[src/sv/sis_pkg.sv]
// Shared constants and types for the sorted insertion stack.
// Depends on nothing; imported by sis_cell, sorted_insertion_stack and tb_top.
`default_nettype none

package sis_pkg;

   localparam int DEPTH       = 16;
   localparam int VALUE_WIDTH = 32;
   localparam int COUNT_WIDTH = 5;

   localparam logic [1:0] OP_PUSH   = 2'd0;
   localparam logic [1:0] OP_POP    = 2'd1;
   localparam logic [1:0] OP_STATUS = 2'd2;

   localparam logic [1:0] STATUS_OK        = 2'd0;
   localparam logic [1:0] STATUS_OVERFLOW  = 2'd1;
   localparam logic [1:0] STATUS_UNDERFLOW = 2'd2;

   typedef logic signed [VALUE_WIDTH-1:0] value_type;

   // Broadcast from the controller to every cell.
   typedef struct packed {
      logic push;
      logic pop;
   } cell_ctrl_type;

endpackage

`default_nettype wire

[src/sv/sis_cell.sv]
// One cell of the sorted chain: holds a single value and moves it towards
// or away from the top. Depends on sis_pkg.
`default_nettype none

module sis_cell (
   input  wire                     clock,
   input  wire sis_pkg::cell_ctrl_type ctrl,
   input  wire sis_pkg::value_type push_value,
   input  wire                     occupied,
   input  wire                     prev_keep,
   input  wire sis_pkg::value_type prev_value,
   input  wire sis_pkg::value_type next_value,
   output logic                    keep,
   output sis_pkg::value_type      value_out,
   output sis_pkg::value_type      value_next
);
   import sis_pkg::*;

   value_type value_ff;
   value_type value_in;

   // A cell keeps its value on a push when it holds something strictly
   // smaller than the incoming value, so an equal value lands nearer the top.
   assign keep = occupied && (value_ff < push_value);

   always_comb begin
      value_in = value_ff;
      if (ctrl.push) begin
         if (keep) begin
            value_in = value_ff;
         end else if (prev_keep) begin
            value_in = push_value;
         end else begin
            value_in = prev_value;
         end
      end else if (ctrl.pop) begin
         value_in = next_value;
      end
   end

   always_ff @(posedge clock) begin
      value_ff <= value_in;
   end

   assign value_out  = value_ff;
   assign value_next = value_in;

endmodule

`default_nettype wire

[src/sv/sorted_insertion_stack.sv]
// Top level of the sorted insertion stack: controller, fill count and
// response register around a row of sis_cell instances. Depends on sis_pkg.
`default_nettype none

//  Channel | Direction | Ports                                  | Handshake
//  --------+-----------+----------------------------------------+-----------
//  req     | in        | req_opcode, req_value                  | valid/ready
//  rsp     | out       | rsp_top_value, rsp_count,              | valid/ready
//          |           | rsp_empty_res, rsp_status              |
//
// Each word's response is loaded into the response register at the edge that
// takes the word; a new word may be taken each cycle while responses drain.
// The rate is set by the row of cells, which compare against the pushed value
// in parallel and shift by one place in the same edge.
// A stalled response holds the register; the request side is then ready only
// in the cycle in which the waiting response is taken.
// Reset clears the fill count and the response valid flag; cell contents are
// left as they are, and a cell at or beyond the fill count is never read.

module sorted_insertion_stack (
   input  wire                          clock,
   input  wire                          reset,
   input  wire                          req_valid,
   output logic                         req_ready,
   input  wire  [1:0]                   req_opcode,
   input  wire sis_pkg::value_type      req_value,
   output logic                         rsp_valid,
   input  wire                          rsp_ready,
   output sis_pkg::value_type           rsp_top_value,
   output logic [sis_pkg::COUNT_WIDTH-1:0] rsp_count,
   output logic                         rsp_empty_res,
   output logic [1:0]                   rsp_status
);
   import sis_pkg::*;

   logic                   accept;
   cell_ctrl_type          ctrl;
   logic [COUNT_WIDTH-1:0] count_ff, count_in;
   logic [1:0]             status_in;

   logic                   rsp_valid_ff, rsp_valid_in;
   value_type              rsp_top_ff;
   logic [COUNT_WIDTH-1:0] rsp_count_ff;
   logic                   rsp_empty_ff;
   logic [1:0]             rsp_status_ff;

   logic      occupied   [DEPTH];
   logic      keep       [DEPTH];
   value_type cell_value [DEPTH];
   value_type cell_next  [DEPTH];

   // The single response register is free when empty or being drained.
   assign req_ready = !rsp_valid_ff || rsp_ready;
   assign accept    = req_valid && req_ready;

   // Decode the word into the shift command broadcast to every cell and
   // the new fill count. Full pushes and empty pops change nothing.
   always_comb begin
      ctrl      = '0;
      count_in  = count_ff;
      status_in = STATUS_OK;
      if (accept) begin
         unique case (req_opcode)
            OP_PUSH: begin
               if (count_ff == COUNT_WIDTH'(DEPTH)) begin
                  status_in = STATUS_OVERFLOW;
               end else begin
                  ctrl.push = 1'b1;
                  count_in  = count_ff + 1'b1;
               end
            end
            OP_POP: begin
               if (count_ff == '0) begin
                  status_in = STATUS_UNDERFLOW;
               end else begin
                  ctrl.pop = 1'b1;
                  count_in = count_ff - 1'b1;
               end
            end
            default: begin
               status_in = STATUS_OK;
            end
         endcase
      end
   end

   // Cell 0 holds the minimum; larger values sit further along the row.
   // A push opens a gap at the sorted place and the values not below it step
   // outwards, a pop draws every value one place towards cell 0.
   for (genvar i = 0; i < DEPTH; i++) begin : g_cell
      assign occupied[i] = count_ff > COUNT_WIDTH'(i);

      logic      prev_keep;
      value_type prev_value;
      value_type next_value;

      if (i == 0) begin : g_first
         assign prev_keep  = 1'b1;
         assign prev_value = req_value;
      end else begin : g_inner
         assign prev_keep  = keep[i-1];
         assign prev_value = cell_value[i-1];
      end

      if (i == DEPTH - 1) begin : g_last
         assign next_value = cell_value[i];
      end else begin : g_more
         assign next_value = cell_value[i+1];
      end

      sis_cell u_cell (
         .clock      (clock),
         .ctrl       (ctrl),
         .push_value (req_value),
         .occupied   (occupied[i]),
         .prev_keep  (prev_keep),
         .prev_value (prev_value),
         .next_value (next_value),
         .keep       (keep[i]),
         .value_out  (cell_value[i]),
         .value_next (cell_next[i])
      );
   end

   always_comb begin
      rsp_valid_in = rsp_valid_ff;
      if (accept) begin
         rsp_valid_in = 1'b1;
      end else if (rsp_ready) begin
         rsp_valid_in = 1'b0;
      end
   end

   always_ff @(posedge clock) begin
      if (reset) begin
         count_ff     <= '0;
         rsp_valid_ff <= 1'b0;
      end else begin
         count_ff     <= count_in;
         rsp_valid_ff <= rsp_valid_in;
      end
   end

   // The response reports the state after the operation, so it is taken
   // from the values the cells are about to load.
   always_ff @(posedge clock) begin
      if (accept) begin
         rsp_top_ff    <= (count_in == '0) ? '0 : cell_next[0];
         rsp_count_ff  <= count_in;
         rsp_empty_ff  <= (count_in == '0);
         rsp_status_ff <= status_in;
      end
   end

   assign rsp_valid     = rsp_valid_ff;
   assign rsp_top_value = rsp_top_ff;
   assign rsp_count     = rsp_count_ff;
   assign rsp_empty_res = rsp_empty_ff;
   assign rsp_status    = rsp_status_ff;

   // The fill count never passes the depth of the row.
   a_count_bound: assert property (@(posedge clock) disable iff (reset)
      count_ff <= COUNT_WIDTH'(DEPTH))
      else $error("fill count beyond depth");

   // An accepted push with room grows the stack by exactly one.
   a_push_grows: assert property (@(posedge clock) disable iff (reset)
      accept && req_opcode == OP_PUSH && count_ff != COUNT_WIDTH'(DEPTH)
      |=> count_ff == $past(count_ff) + 1'b1)
      else $error("push did not grow the stack");

   // Overflow is only reported with a full stack, underflow with an empty one.
   a_overflow_full: assert property (@(posedge clock) disable iff (reset)
      rsp_valid_ff && rsp_status_ff == STATUS_OVERFLOW
      |-> rsp_count_ff == COUNT_WIDTH'(DEPTH))
      else $error("overflow reported below full");

   a_underflow_empty: assert property (@(posedge clock) disable iff (reset)
      rsp_valid_ff && rsp_status_ff == STATUS_UNDERFLOW |-> rsp_empty_ff)
      else $error("underflow reported on a non-empty stack");

   // The response register agrees with the live fill count when just loaded.
   a_rsp_count: assert property (@(posedge clock) disable iff (reset)
      accept |=> rsp_count_ff == count_ff && rsp_empty_ff == (count_ff == '0))
      else $error("response count differs from fill count");

endmodule

`default_nettype wire

[config.mk]
export PLATFORM = sky130hd
export DESIGN_NAME = sorted_insertion_stack
export DESIGN_NICKNAME = d
export VERILOG_FILES = /design/src/sv/sis_pkg.sv /design/src/sv/sis_cell.sv /design/src/sv/sorted_insertion_stack.sv
export SDC_FILE = /design/constraint.sdc
export NUM_CORES = 2
export LEC_CHECK = 0
export ABC_AREA = 1
export BUFFER_PORTS_ARGS = -buffer_cell sky130_fd_sc_hd__buf_2
export CAP_MARGIN = 10
export CORE_AREA = 2 2 310 220
export DETAILED_ROUTE_END_ITERATION = 8
export DIE_AREA = 0 0 312 222
export GPL_TIMING_DRIVEN = 0
export PLACE_DENSITY = 0.81
export SETUP_SLACK_MARGIN = 0.1
export SYNTH_ARGS = -nofsm -noshare
export SYNTH_HDL_FRONTEND = slang
export SYNTH_SLANG_ARGS = --single-unit
[constraint.sdc]
create_clock -name clock -period 7.8 [get_ports clock]
set_input_delay 0 -clock clock [delete_from_list [all_inputs] [get_ports clock]]
set_output_delay 0 -clock clock [all_outputs]
set_load 0.03 [all_outputs]
==> results.yml <==
status:
  status: "finished clean"
drt:
  drtIter0Drc: 7312
  ant_nets: 0
  vias_per_cell: 6.36
  via_count: 42369
  wl_mm: 149
  firstDrtPassIters: 9
  drcViolationCount: 0
  wl_per_cell_um: 22.4
synth:
  avgSynthCellArea_um2: 7.74
  netlist_area_mm2: 0.0426
  synthMuxAreaShare_pct: 0
  synth-compound-area-share_pct: 7.15
  yosysTopAreaCellShare_pct: 36.6
  synth_most_common_cell: "nand2_1"
  synthArstFlopShare_pct: 0
  synth.yosys.seq_area_share_pct: 38.4
  synth-edff-count: 520
  ys_top_cells_by_area: "edfxtp_1, nand2_1, ha_1, nand4_1, nand3_1"
  synth_ff_type: "edfxtp_1"
  synthDistinctLibCells: 42
  ys_top_cells_by_count: "nand2_1, inv_1, edfxtp_1"
  synth-xor-area-share_pct: 0.120
  syn_inst: 5510
  syn_nets: 6050
  yosysWarningCount: 0
  yosys.area_share.simple_pct: 31.1
  synth_seq_cells: 558
  synth-adder-area-share_pct: 14.7
  yosys.area.top_type: "edfxtp_1"
  synth_top_family_by_area: "simple AND/OR/NAND/NOR gates"
power_and_ir_drop:
  p_int_w: 0.00610
  p_clk_share_pct: 31.2
  worst_ir_drop_vdd_mv: 0.198
  p_seq_share_pct: 40.4
  p_per_area_mw_per_mm2: 200
  leakage_nw: 22.7
  comb_power_share_pct: 28.4
  p_switching_w: 0.00337
  p_sw_share_pct: 35.6
clock_network:
  postCtsSetupBuffers: 0
  worstSkewPairLatency_ps: 680
  ctsResizeCount: 0
  clkTransAtPathRegs_ps: 60
  clk_path_buf_depth: 3
  cts_tree: "yes"
  cts_root_buffer: "clkbuf_16"
  clock-sinks: 558
  cts_buffers: 57
  hold_buffers: 40
  htree_levels: 2
placement:
  place_congestion: 0.989
  dp_cells: 6514
  port_buffers: 79
  hpwl_mm: 115
timing:
  rsz0062_at_grt: "no"
  setup_tns_ps: 0
  fin_skew_ps: 33.0
  tightest_slew_ps: 1130
  clock.fmax_mhz: 221
  maxSlewHeadroom_pct: 24.8
  period_share_pct: 58.0
  layout_min_cycle_time_ps: 4530
  setup_viol: 0
  slew_violations: 0
  hold_viol: 0
floorplanning:
  initial_utilization_pct: 64.6
  dieArea_mm2: 0.0693
  io_pins: 80
  die_y_um: 222
  core_mm2: 0.0660
  die_w_um: 312
  rows: 79
hold_path:
  hp-start: "rsp_ready"
  whs_path_depth: 8
  hold_path_class: "primary input to flop"
  hold_end: "count_ff[0]"
worst_setup_path:
  rr_worst_depth: 11
  cp.arrival_ps: 4890
  crit_slowest_cell: "clkbuf_2"
  required_ps: 8170
  reg2reg_to: "g_cell[4].u_cell.value_out[5]"
  worstSetupEndpointType: "flop"
  r2r_start: "count_ff[0]"
  worst-r2r-setup-slack_ps: 3660
  critPathBufInv: 6
  crit_family: "buffers and inverters"
  path_max_fanout: 25
  critPathMaxStageDelay_ps: 920
  start_kind: "primary input"
  path_class: "primary input to flop"
  crit_chain: "dlygate4sd3_1 -> buf_2 -> inv_1 -> clkbuf_2 -> ha_1 -> nand2_1 -> nor2_1 -> nand4_1 -> nor4_1 -> nand2_1 -> nand2_1 -> nand2_1 -> nand3_2 -> buf_2 -> nand2_1 -> nand2_1 -> buf_16"
  cpMostUsedCell: "nand2_1"
flow_run:
  drv_cap: 0
global_routing:
  grt_max_degree: 33
  antenna_found_initial: 1
  grt_overflow: 0
  grt_pass1_wl_mm: 223
  grt_use_total_pct: 42.0
  grt_pass1_vias: 37938
cells_and_area:
  fillers: 5260
  multi_input_area_mm2: 0.0226
  nets: 6266
  drive_above_1_share_pct: 7.19
  area_growth_pct: 11.3
  fin_cells: 6666
  diodes: 0
  seqCellArea_mm2: 0.0164
-- power groups by stage --
stage	sequential (W)	clock, W	combinational (W)
final	0.00383	0.00296	0.00269
after global routing	0.00384	0.00303	0.00294
after floorplan	0.00387	0	0.00170
after CTS	0.00382	0.00293	0.00257
after global placement	0.00388	0	0.00237
after detailed placement	0.00387	0	0.00253
-- cell families (layout without fill, tap and decap cells) --
kind of cell | count (synthesis) | in the layout
simple gates | 2959 | 2959
buf+inv | 916 | 1181
compound gates | 570 | 570
flops | 558 | 558
fa+ha+maj | 502 | 502
xor+xnor | 5 | 5
-- placed cells by master (no fill, tap or decap), types with 2 or more instances in the layout --
master | synthesis | final
inv_1 | 573 | 573
bufinv_16 | 0 | 8
xnor2_1 | 2 | 2
nand2_2 | 5 | 5
ha_1 | 502 | 502
buf_1 | 46 | 46
buf_16 | 0 | 26
o21ai_1 | 30 | 30
buf_4 | 2 | 2
buf_12 | 0 | 12
buf_6 | 3 | 3
a211oi_1 | 21 | 21
a21oi_2 | 11 | 11
clkbuf_16 | 0 | 58
nor4_1 | 8 | 8
edfxtp_1 | 520 | 520
nand3_2 | 15 | 15
clkinv_1 | 0 | 6
a31oi_1 | 4 | 4
nor3_1 | 22 | 22
nand3_1 | 488 | 488
o221ai_1 | 3 | 3
o211ai_1 | 16 | 16
clkbuf_2 | 0 | 31
nand4_1 | 507 | 507
nand2_4 | 2 | 2
clkinv_2 | 0 | 19
clkbuf_8 | 0 | 2
xor2_1 | 2 | 2
dfxtp_1 | 38 | 38
buf_2 | 126 | 205
o21ai_0 | 145 | 145
dlygate4sd3_1 | 0 | 40
nand2_1 | 1778 | 1778
o21a_1 | 10 | 10
a21oi_1 | 327 | 327
inv_2 | 6 | 6
nor2_1 | 113 | 113
clkbuf_1 | 160 | 141
nand3b_1 | 14 | 14
-- registers in the layout, indices dropped and copies added, names as in the netlist --
register,cells
rsp_valid,1
count_ff,5
rsp_status,2
g_cell.u_cell.value_out,512
rsp_top_value,32
rsp_count,5
rsp_empty_res,1
-- worst max path at each step --
stage / start / to / slack, ps / depth (start not counted)
detailed placement: req_value[31] / g_cell[3].u_cell.value_out[4] / 3090 / 14
global placement: req_value[5] / g_cell[5].u_cell.value_out[6] / 2080 / 16
finish: req_value[31] / g_cell[5].u_cell.value_out[15] / 3270 / 17
floorplan: req_value[21] / g_cell[6].u_cell.value_out[0] / 4420 / 13
CTS: req_value[31] / g_cell[3].u_cell.value_out[4] / 3180 / 15
global route: req_value[31] / g_cell[5].u_cell.value_out[15] / 3190 / 17
-- layer usage --
layer / vias to the layer above / GRT usage, % / part of all wire [%]
met5: - / 0.551 / 0.0087
met4: 2 / 14.9 / 3.9
met3: 376 / 16.3 / 20
met2: 3458 / 52.9 / 36
met1: 19073 / 64.0 / 40
li1: 19460 / - / -
-- metrics by stage --
step | setup slack [ps] | util (%) | power, W | instance area [µm²] | hold WS (ps)
finish | 3270 | 71.9 | 0.00948 | 47500 | 125
global route | 3190 | 71.9 | 0.00981 | 47500 | 168
detailed placement | 3090 | 68.2 | 0.00640 | 45000 | 277
floorplan | 4420 | - | 0.00557 | 42600 | 69.1
global placement | 2080 | 66.9 | 0.00625 | 44100 | 264
CTS | 3180 | 71.7 | 0.00932 | 47400 | 105
-- cell type report --
| class | instances | share of cell area, % |
|---|---|---|
| sequential | 558 | 34.5 |
| buffer | 337 | 3.14 |
| multi-input combinational | 4036 | 47.7 |
| tap | 891 | 2.35 |
| clock buffer | 72 | 3.21 |
| clock inverter | 36 | 0.849 |
| timing repair buffer | 157 | 3.69 |
| inverter | 579 | 4.58 |
-- worst min-delay path, stage by stage --
cell	delay [ps]
buf_2	90
inv_1	40
nand2_1	70
nand2_1	200
nor2_2	90
nor2_4	90
xor2_2	90
nor2_1	70
Note: power is estimated with default switching activity, not from simulation.
